**config.mk**
```make
export PLATFORM = sky130hd
export DESIGN_NAME = stpb_front
export DESIGN_NICKNAME = d
export VERILOG_FILES = /design/src/rtl/core/stpb_pkg.sv /design/src/rtl/core/stpb_front.sv
export SDC_FILE = /design/constraint.sdc
export NUM_CORES = 1
export LEC_CHECK = 0
export ABC_AREA = 1
export BUFFER_PORTS_ARGS = -buffer_cell sky130_fd_sc_hd__clkbuf_2
export CAP_MARGIN = 15
export CORE_MARGIN = 2
export CORE_UTILIZATION = 60
export CTS_CLUSTER_DIAMETER = 80
export DETAILED_ROUTE_END_ITERATION = 6
export PLACE_DENSITY = 0.83
export SLEW_MARGIN = 25
export SYNTH_ARGS = -nofsm -noshare
export SYNTH_HDL_FRONTEND = slang
export SYNTH_SLANG_ARGS = --single-unit
```
**constraint.sdc**
```tcl
create_clock -name clock -period 4.05 [get_ports clock]
set_clock_uncertainty 0.1 [all_clocks]
set_input_delay 0.405 -clock clock [delete_from_list [all_inputs] [get_ports clock]]
set_output_delay 0.405 -clock clock [all_outputs]
set_load 0.01 [all_outputs]
```
**src/rtl/core/stpb_pkg.sv**
```systemverilog
// Shared types and constants for the sharpen, threshold and bi-level pack block.
`timescale 1ns / 1ps
`default_nettype none
package stpb_pkg;

   typedef enum logic {
      OP_PIXEL = 1'b0,
      OP_DRAIN = 1'b1
   } op_type;

   localparam logic [1:0] CSR_IMAGE_WIDTH     = 2'd0;
   localparam logic [1:0] CSR_IMAGE_HEIGHT    = 2'd1;
   localparam logic [1:0] CSR_THRESHOLD_LEVEL = 2'd2;

   localparam logic [11:0] RESET_IMAGE_WIDTH     = 12'd2048;
   localparam logic [15:0] RESET_IMAGE_HEIGHT    = 16'd1;
   localparam logic [7:0]  RESET_THRESHOLD_LEVEL = 8'd127;

   localparam int WIN_ROWS  = 5;
   localparam int CMD_DEPTH = 4;
   localparam int OUT_DEPTH = 8;

   // Q8 kernel weights by squared distance from the center tap.
   localparam logic signed [11:0] W_D0 = 12'sd1280;
   localparam logic signed [11:0] W_D1 = -12'sd138;
   localparam logic signed [11:0] W_D2 = -12'sd74;
   localparam logic signed [11:0] W_D4 = -12'sd22;
   localparam logic signed [11:0] W_D5 = -12'sd12;
   localparam logic signed [11:0] W_D8 = -12'sd2;

   typedef struct packed {
      logic [7:0] sample;
      logic       wr_en;
      logic [2:0] rm;
      logic       emit;
      logic       border;
      logic       row_end;
      logic       frame_end;
   } cmd_type;

   typedef struct packed {
      logic [7:0] packed_bits;
      logic       row_end;
      logic       frame_end;
   } out_type;

   // Line store bank that holds window row j (0 is the top row) when rm is the
   // newest row modulo five.
   function automatic logic [2:0] row_bank(input logic [2:0] rm, input logic [2:0] j);
      logic [3:0] sum;
      sum = {1'b0, rm} + {1'b0, j} + 4'd1;
      if (sum >= 4'd5) begin
         sum = sum - 4'd5;
      end
      return sum[2:0];
   endfunction

endpackage
`default_nettype wire

```
**src/rtl/core/stpb_front.sv**
```systemverilog
// Front end: registers, input accept, frame position tracking and command queue.
`timescale 1ns / 1ps
`default_nettype none
module stpb_front #(
   parameter int MAX_WIDTH = 2048
) (
   input  logic                         clock,
   input  logic                         reset,
   input  logic                         req_valid,
   output logic                         req_stall,
   input  logic                         req_opcode,
   input  logic [7:0]                   req_gray_pixel,
   input  logic                         csr_wr_en,
   input  logic [1:0]                   csr_index,
   input  logic [15:0]                  csr_wr_data,
   output logic                         q_valid,
   output stpb_pkg::cmd_type            q_cmd,
   output logic [$clog2(MAX_WIDTH)-1:0] q_col,
   input  logic                         q_pop,
   output logic [7:0]                   threshold,
   output logic                         restart
);
   import stpb_pkg::*;

   localparam int CW = $clog2(MAX_WIDTH + 1);
   localparam int AW = $clog2(MAX_WIDTH);
   localparam int QW = $clog2(CMD_DEPTH);

   logic [11:0] width_ff;
   logic [15:0] height_ff;
   logic [7:0]  thr_ff;

   logic [CW-1:0] in_col_ff, in_col_in;
   logic [16:0]   in_row_ff, in_row_in;
   logic [2:0]    rm_ff, rm_in;
   logic [CW+1:0] lag_ff, lag_in;
   logic [CW-1:0] out_col_ff, out_col_in;
   logic [15:0]   out_row_ff, out_row_in;

   cmd_type       qc_ff [CMD_DEPTH];
   logic [AW-1:0] qa_ff [CMD_DEPTH];
   logic [QW-1:0] wp_ff, rp_ff;
   logic [QW:0]   cnt_ff;

   logic [31:0]   w_raw;
   logic [CW-1:0] eff_w;
   logic [15:0]   eff_h;
   logic [CW+1:0] lag_target;
   logic          fresh, accept, take, emit, in_last_col;
   logic          out_row_end, out_last_row, border, frame_end, full;
   cmd_type       new_cmd;

   assign restart = csr_wr_en && (csr_index == CSR_IMAGE_WIDTH ||
                    csr_index == CSR_IMAGE_HEIGHT || csr_index == CSR_THRESHOLD_LEVEL);
   assign threshold = thr_ff;

   always_ff @(posedge clock) begin
      if (reset) begin
         width_ff  <= RESET_IMAGE_WIDTH;
         height_ff <= RESET_IMAGE_HEIGHT;
         thr_ff    <= RESET_THRESHOLD_LEVEL;
      end else if (csr_wr_en) begin
         case (csr_index)
            CSR_IMAGE_WIDTH:     width_ff  <= csr_wr_data[11:0];
            CSR_IMAGE_HEIGHT:    height_ff <= csr_wr_data;
            CSR_THRESHOLD_LEVEL: thr_ff    <= csr_wr_data[7:0];
            default: ;
         endcase
      end
   end

   always_comb begin
      w_raw = {20'd0, width_ff};
      if (w_raw == 32'd0) begin
         w_raw = 32'd1;
      end else if (w_raw > 32'(MAX_WIDTH)) begin
         w_raw = 32'(MAX_WIDTH);
      end
      eff_w = w_raw[CW-1:0];
      eff_h = (height_ff == 16'd0) ? 16'd1 : height_ff;
   end

   assign lag_target   = {1'b0, eff_w, 1'b0} + (CW+2)'(2);
   assign fresh        = (in_row_ff == 17'd0) && (in_col_ff == '0);
   assign full         = (cnt_ff == (QW+1)'(CMD_DEPTH));
   assign req_stall    = full;
   assign accept       = req_valid && !req_stall;
   assign take         = accept && !(op_type'(req_opcode) == OP_DRAIN && fresh);
   assign emit         = (lag_ff == lag_target);
   assign in_last_col  = ({1'b0, in_col_ff} + (CW+1)'(1)) == {1'b0, eff_w};
   assign out_row_end  = ({1'b0, out_col_ff} + (CW+1)'(1)) == {1'b0, eff_w};
   assign out_last_row = ({1'b0, out_row_ff} + 17'd1) == {1'b0, eff_h};
   assign border = (out_row_ff < 16'd2) || (({1'b0, out_row_ff} + 17'd2) >= {1'b0, eff_h}) ||
                   (out_col_ff < CW'(2)) ||
                   (({1'b0, out_col_ff} + (CW+1)'(2)) >= {1'b0, eff_w});
   assign frame_end = emit && out_row_end && out_last_row;

   always_comb begin
      new_cmd.sample    = (op_type'(req_opcode) == OP_DRAIN) ? 8'd0 : req_gray_pixel;
      new_cmd.wr_en     = in_row_ff < {1'b0, eff_h};
      new_cmd.rm        = rm_ff;
      new_cmd.emit      = emit;
      new_cmd.border    = border;
      new_cmd.row_end   = out_row_end;
      new_cmd.frame_end = frame_end;
   end

   always_comb begin
      in_col_in  = in_col_ff;
      in_row_in  = in_row_ff;
      rm_in      = rm_ff;
      lag_in     = lag_ff;
      out_col_in = out_col_ff;
      out_row_in = out_row_ff;
      if (restart) begin
         in_col_in  = '0;
         in_row_in  = '0;
         rm_in      = '0;
         lag_in     = '0;
         out_col_in = '0;
         out_row_in = '0;
      end else if (take) begin
         if (in_last_col) begin
            in_col_in = '0;
            in_row_in = in_row_ff + 17'd1;
            rm_in     = (rm_ff == 3'd4) ? 3'd0 : rm_ff + 3'd1;
         end else begin
            in_col_in = in_col_ff + CW'(1);
         end
         if (emit) begin
            if (out_row_end) begin
               out_col_in = '0;
               out_row_in = out_row_ff + 16'd1;
            end else begin
               out_col_in = out_col_ff + CW'(1);
            end
         end else begin
            lag_in = lag_ff + (CW+2)'(1);
         end
         // The frame's last output pixel starts a new frame at the next item.
         if (frame_end) begin
            in_col_in  = '0;
            in_row_in  = '0;
            rm_in      = '0;
            lag_in     = '0;
            out_col_in = '0;
            out_row_in = '0;
         end
      end
   end

   always_ff @(posedge clock) begin
      if (reset) begin
         in_col_ff  <= '0;
         in_row_ff  <= '0;
         rm_ff      <= '0;
         lag_ff     <= '0;
         out_col_ff <= '0;
         out_row_ff <= '0;
      end else begin
         in_col_ff  <= in_col_in;
         in_row_ff  <= in_row_in;
         rm_ff      <= rm_in;
         lag_ff     <= lag_in;
         out_col_ff <= out_col_in;
         out_row_ff <= out_row_in;
      end
   end

   always_ff @(posedge clock) begin
      if (take) begin
         qc_ff[wp_ff] <= new_cmd;
         qa_ff[wp_ff] <= in_col_ff[AW-1:0];
      end
   end

   always_ff @(posedge clock) begin
      if (reset) begin
         wp_ff  <= '0;
         rp_ff  <= '0;
         cnt_ff <= '0;
      end else begin
         if (take) begin
            wp_ff <= wp_ff + QW'(1);
         end
         if (q_pop) begin
            rp_ff <= rp_ff + QW'(1);
         end
         cnt_ff <= cnt_ff + (QW+1)'(take) - (QW+1)'(q_pop);
      end
   end

   assign q_valid = (cnt_ff != '0);
   assign q_cmd   = qc_ff[rp_ff];
   assign q_col   = qa_ff[rp_ff];

   a_no_overflow: assert property (@(posedge clock) disable iff (reset)
      take |-> !full) else $error("command queue written while full");
   a_pop_valid: assert property (@(posedge clock) disable iff (reset)
      q_pop |-> q_valid) else $error("command queue popped while empty");
   a_emit_in_lag: assert property (@(posedge clock) disable iff (reset)
      !emit |-> lag_ff < lag_target) else $error("lag counter overran its target");

endmodule
`default_nettype wire

```
Word-level counts from Yosys, hierarchy flattened --
Memory sizes are Yosys's and may differ from the RTL's. A register that Yosys moved wholly into a read port is not among the register bits. Index checks and enable logic that the tools add are counted. W data, S select, Z words.
Operators by class: order comparisons 6, reduce and logical (&&, ||, !) cells 31, add/sub/neg operators 16, multiplexer cells 25, eq/ne operators 9
Operators by type and width (count):
- $mux W12 | 7
- $mux W16 | 4
- $mux W17 | 2
- $mux W14 | 2
- $add A12 B1 Y13 const B | 2
- $eq A13 B12 Y1 | 2
- $add A12 B1 Y12 const B | 2
- $logic_not A12 Y1 | 2
- $add A16 B1 Y17 const B | 1
- $add A16 B2 Y17 const B | 1
- $add A17 B1 Y17 const B | 1
- $eq A17 B16 Y1 | 1
- $ge A17 B16 Y1 | 1
- $logic_not A17 Y1 | 1
- $lt A17 B16 Y1 | 1
- $add A16 B1 Y16 const B | 1
- $logic_not A16 Y1 | 1
- $lt A16 B2 Y1 const B | 1
- $add A13 B2 Y14 const B | 1
- $add A14 B1 Y14 const B | 1
- $eq A14 B14 Y1 | 1
- $add A12 B2 Y13 const B | 1
- $ge A13 B12 Y1 | 1
- $gt A12 B12 Y1 const B | 1
- other kinds (22) | 48
Word-level totals: logic and storage cells 101, output and inout bits 38, flip-flop bits (word level) 117, RAM bits 108, memories 2
Memory list:
- qc_ff | words 4, width 16, read ports 1, clocked after Yosys merged registers in 1, write ports 1, line stpb_front.sv:40 | cmd_type qc_ff [CMD_DEPTH];
- qa_ff | words 4, width 11, read ports 1, clocked after Yosys merged registers in 1, write ports 1, line stpb_front.sv:41 | logic [AW-1:0] qa_ff [CMD_DEPTH];

Longest topological paths before layout --
depth after elaboration 9, mapped depth 24, depth with buffers taken out 22

Least setup slack after synthesis --
No wires, ideal clock.
kind register to register, start point reg in_col_ff[0], end point mem qa_ff[0][0] (netlist name) (enable), slack 0.741 ns, period minus slack after synthesis 3.309 ns, arrival 2.799 ns, path buffers 1, cell stages (with the launch flop) 9, required time 3.539 ns, cell sequence dfxtp_1 > inv_1 > ha_1 > nand4_1 > nor4_1 > nor2_2 > clkinv_1 > buf_1 > nor2_1
Between the ends: cells in the longest elaborated chain, start to end 7
RTL lines:
- start, declared | line stpb_front.sv:33 | logic [CW-1:0] in_col_ff, in_col_in;
- start signal, assigned | line stpb_front.sv:161 | in_col_ff <= in_col_in;
- $logic_not A12 Y1 | line stpb_front.sv:84 | assign fresh = (in_row_ff == 17'd0) && (in_col_ff == '0);
- $logic_and A1 B1 Y1 | line stpb_front.sv:84
- $logic_and A1 B1 Y1 | line stpb_front.sv:88 | assign take = accept && !(op_type'(req_opcode) == OP_DRAIN && fresh);
- $logic_not A1 Y1 | line stpb_front.sv:88
- $logic_and A1 B1 Y1 | line stpb_front.sv:88
- $mux W1 | line stpb_front.sv:171 | if (take) begin
- $mux W1 (not written as such) | line stpb_front.sv:173 | qa_ff[wp_ff] <= in_col_ff[AW-1:0];
- end, declared | line stpb_front.sv:41
Every way passes these cells.

Worst setup path after layout --
start point reg width_ff[11], end point reg out_row_ff[15]
Between the ends: cells in the longest elaborated chain, start to end 9, elaborated cells between the ends (all ways) 13, those cells by class add/sub: 1; order compare: 1; eq/ne: 2; mux: 3; reduce/logical: 6
RTL lines:
- start, declared | line stpb_front.sv:29 | logic [11:0] width_ff;
- start signal, assigned | line stpb_front.sv:64 | CSR_IMAGE_WIDTH: width_ff <= csr_wr_data[11:0];
- $gt A12 B12 Y1 | line stpb_front.sv:76 | end else if (w_raw > 32'(MAX_WIDTH)) begin
- $mux W12 | line stpb_front.sv:76
- $mux W12 * | line stpb_front.sv:74 | if (w_raw == 32'd0) begin
- $add A13 B2 Y14 | line stpb_front.sv:83 | assign lag_target = {1'b0, eff_w, 1'b0} + (CW+2)'(2);
- $eq A14 B14 Y1 | line stpb_front.sv:89 | assign emit = (lag_ff == lag_target);
- $logic_and A1 B1 Y1 (2 in a row) | line stpb_front.sv:96 | assign frame_end = emit && out_row_end && out_last_row;
- $reduce_bool A2 Y1 (no line)
- $reduce_and A3 Y1 (no line)
- end signal, assigned | line stpb_front.sv:166 | out_row_ff <= out_row_in;
- end, declared | line stpb_front.sv:38 | logic [15:0] out_row_ff, out_row_in;
Every way passes the cells marked *; elsewhere a longest branch is shown, timed or not. A chain may end at the register's enable or synchronous reset.

==> impl_metrics.env <==
export IMPL_initial_core_util_pct=61.1
export IMPL_rows=53
export IMPL_drive_gt1_share_pct=10.2
export IMPL_ir_drop_uv=299
export IMPL_synth_seq_cells=227
export IMPL_hp_class="in -> reg"
export IMPL_status="finished with violations"
export IMPL_grt_overflow=0
export IMPL_synthAdderAreaFrac_pct=6.12
export IMPL_clk_pin_slew_worst_paths_ns=0.06
export IMPL_area_growth_pct=10.6
export IMPL_cp_top_family="simple AND/OR/NAND/NOR gates"
export IMPL_remaining_drc_errors=1
export IMPL_rsz0062_at_grt="false"
export IMPL_critPathCaptureType="register"
export IMPL_synth_compound_area_share_pct=10.8
export IMPL_io_buffers=69
export IMPL_nets=1790
export IMPL_core_area_um2=21000
export IMPL_drv_cap=0
export IMPL_violations="DRC"
export IMPL_grt_pass1_vias=10358
export IMPL_cts_max_path_buffers=3
export IMPL_fin_setup_tns_ns=0
export IMPL_synth_net_count=1736
export IMPL_fin_crit_ns=3.61
export IMPL_worst_pin_slew_ns=0.989
export IMPL_cts_tree="done"
export IMPL_period_share_pct=89.1
export IMPL_synthSimpleGateAreaFrac_pct=26.3
export IMPL_fin_util_pct=67.6
export IMPL_power_leakage_nw=5.96
export IMPL_slowest_stage="dfxtp_1"
export IMPL_cpPeakStageDelay_ns=0.57
export IMPL_post_cts_resized=0
export IMPL_slew_headroom_pct=33.7
export IMPL_die_w_um=150
export IMPL_crit_path_max_fanout=17
export IMPL_grt_max_degree=40
export IMPL_cts_hold_buf=0
export IMPL_crit_top_cell="nand2_1"
export IMPL_ys_types=43
export IMPL_antenna_found_initial=0
export IMPL_synth_top_family_by_area="simple AND/OR/NAND/NOR gates"
export IMPL_synthFlopType="dfxtp_1"
export IMPL_clk_latency_ns=0.52
export IMPL_synth_cells=1642
export IMPL_netlist_area_um2=12800
export IMPL_dr_pass1_iters=7
export IMPL_vias=11352
export IMPL_gp_congestion=1.02
export IMPL_hold_viol=0
export IMPL_grt_pass1_wl_um=51100
export IMPL_max_freq_mhz=277
export IMPL_worstPathCellList="clkinv_1 -> and3_1 -> nand2_1 -> nand2_1 -> nand2_1 -> inv_1 -> ha_1 -> o21ai_0 -> a21oi_1 -> nand3_1 -> nor2_1 -> nand2_1 -> nor2_1 -> nand2_1 -> nor2_4 -> nand3_4 -> inv_2 -> nand3_1 -> o21ai_0"
export IMPL_setup_viol=0
export IMPL_cts_made_buffers=24
export IMPL_synth_mux_area_share_pct=0
export IMPL_ant_nets=0
export IMPL_critical_path_arrival_ns=3.94
export IMPL_fillers=1742
export IMPL_layout_commonest_cell="nand2_1"
export IMPL_post_cts_setup_buffers=0
export IMPL_synthXorXnorAreaFrac_pct=5.33
export IMPL_avgSynthCellArea_um2=7.80
export IMPL_numClockSinks=227
export IMPL_ys_seq_area_share_pct=43.9
export IMPL_dp_hpwl_um=23400
export IMPL_antenna_cells=0
export IMPL_async_reset_ff_share_pct=0
export IMPL_die_h_um=150
export IMPL_finalWirelength_um=32600
export IMPL_dp_cells=1945
export IMPL_synth_warnings=0
export IMPL_wl_per_cell_um=16.4
export IMPL_p_total_mw=5.50
export IMPL_pwr_density_cell_nw_per_um2=388
export IMPL_drv_slew=0
export IMPL_drtIter0Drc=1047
export IMPL_synth_edf_count=108
export IMPL_path_class="reg -> reg"
export IMPL_layout_common_cells="336 x nand2_1, 205 x nor2_1, 170 x inv_1, 119 x dfxtp_1, 110 x o21ai_0"
export IMPL_cts_root_buf="clkbuf_16"
export IMPL_dieArea_um2=22500
export IMPL_htreeDepth=1
export IMPL_worstPathRequired_ns=4.38
export IMPL_fin_cells=1988
export IMPL_ios=70
export IMPL_vias_per_cell=5.71
export IMPL_crit_path_start_kind="register"
export IMPL_path_buf_inv=3
export IMPL_grt_use_total_pct=28.4
stage by stage:
stage	hold WS (ns)	cell area, um2	setup WS (ns)
finish	0.0472	14200	0.443
global placement	0.354	13400	0.666
global route	0.0416	14200	0.0522
floorplan	0.350	12800	0.741
detailed placement	0.361	13400	0.498
CTS	0.0280	14200	0.480
synthesized netlist by cell type, drive strengths merged, types with 20 or more instances:
| cell type | number | area [um2] |
|---|---|---|
| nor4 | 20 | 125 |
| clkbuf | 37 | 140 |
| nand2 | 344 | 1330 |
| o21ai | 128 | 641 |
| nand4 | 43 | 275 |
| o22ai | 27 | 169 |
| inv | 177 | 664 |
| edfxtp | 108 | 3240 |
| ha | 61 | 763 |
| nor2 | 232 | 941 |
| nor3 | 24 | 120 |
| dfxtp | 119 | 2380 |
| nand3 | 88 | 458 |
| a21oi | 101 | 505 |
| buf | 22 | 136 |
| xor2 | 69 | 604 |
flip-flops by register name (all words and copies together), names as in the netlist, named ones only:
| name | flops |
|---|---|
| threshold | 8 |
| out_col_ff | 12 |
| width_ff | 12 |
| lag_ff | 14 |
| wp_ff | 2 |
| rp_ff | 2 |
| out_row_ff | 16 |
| qc_ff | 64 |
| rm_ff | 3 |
| in_row_ff | 17 |
| height_ff | 16 |
| qa_ff | 44 |
| in_col_ff | 12 |
| cnt_ff | 3 |
final timing paths:
| kind | from | endpoint | slack [ns] | depth (start not counted) |
|---|---|---|---|---|
| worst max-delay path | width_ff[11] | out_row_ff[15] | 0.44 | 19 |
| worst min-delay path | csr_wr_data[0] | threshold[0] | 0.05 | 3 |
| worst max register to register | width_ff[11] | out_row_ff[15] | 0.44 | 19 |
| worst min register to register | threshold[4] | threshold[4] | 0.38 | 2 |
area by class of cell:
type | instances | area (um2) | share of cell area [%]
clock buffer | 28 | 637 | 4.49
clock inverter | 15 | 166 | 1.17
inverter | 181 | 679 | 4.79
multi-input combinational | 1175 | 6240 | 44.0
sequential | 227 | 5630 | 39.7
tap | 275 | 344 | 2.43
timing repair buffer | 87 | 480 | 3.39
power by group:
part | internal, mW | total [mW] | switching [mW]
clock network | 1.32 | 2.23 | 0.907
logic | 0.230 | 0.691 | 0.461
registers | 2.50 | 2.58 | 0.0733
layer usage:
metal  up-vias  global-route usage [%]  part of all wire, %
met5         -                       0                    0
met4         0                    8.58                  2.9
met3        80                    3.82                  7.4
met2       455                    48.4                   47
met1      5235                    37.8                   43
li1       5582                       -                    -
kinds of logic (layout without fill, tap and decap cells):
| group | Yosys count | in the layout |
|---|---|---|
| AND/OR/NAND/NOR | 770 | 770 |
| AO/OA/AOI/OAI | 265 | 265 |
| adder cells (fa/ha/maj) | 62 | 62 |
| buffers and inverters | 240 | 311 |
| XOR/XNOR | 78 | 78 |
| flip-flops | 227 | 227 |
worst reg2reg max path, cell delays in order (launching register included):
cell and delay [ns]:
dfxtp_1 0.57, clkinv_1 0.14, and3_1 0.18, nand2_1 0.05, nand2_1 0.08, nand2_1 0.11, inv_1 0.09, ha_1 0.29
o21ai_0 0.08, a21oi_1 0.12, nand3_1 0.09, nor2_1 0.11, nand2_1 0.05, nor2_1 0.08, nand2_1 0.09, nor2_4 0.15
nand3_4 0.22, inv_2 0.23, nand3_1 0.42, o21ai_0 0.29
(Power assumes the default switching activity.)
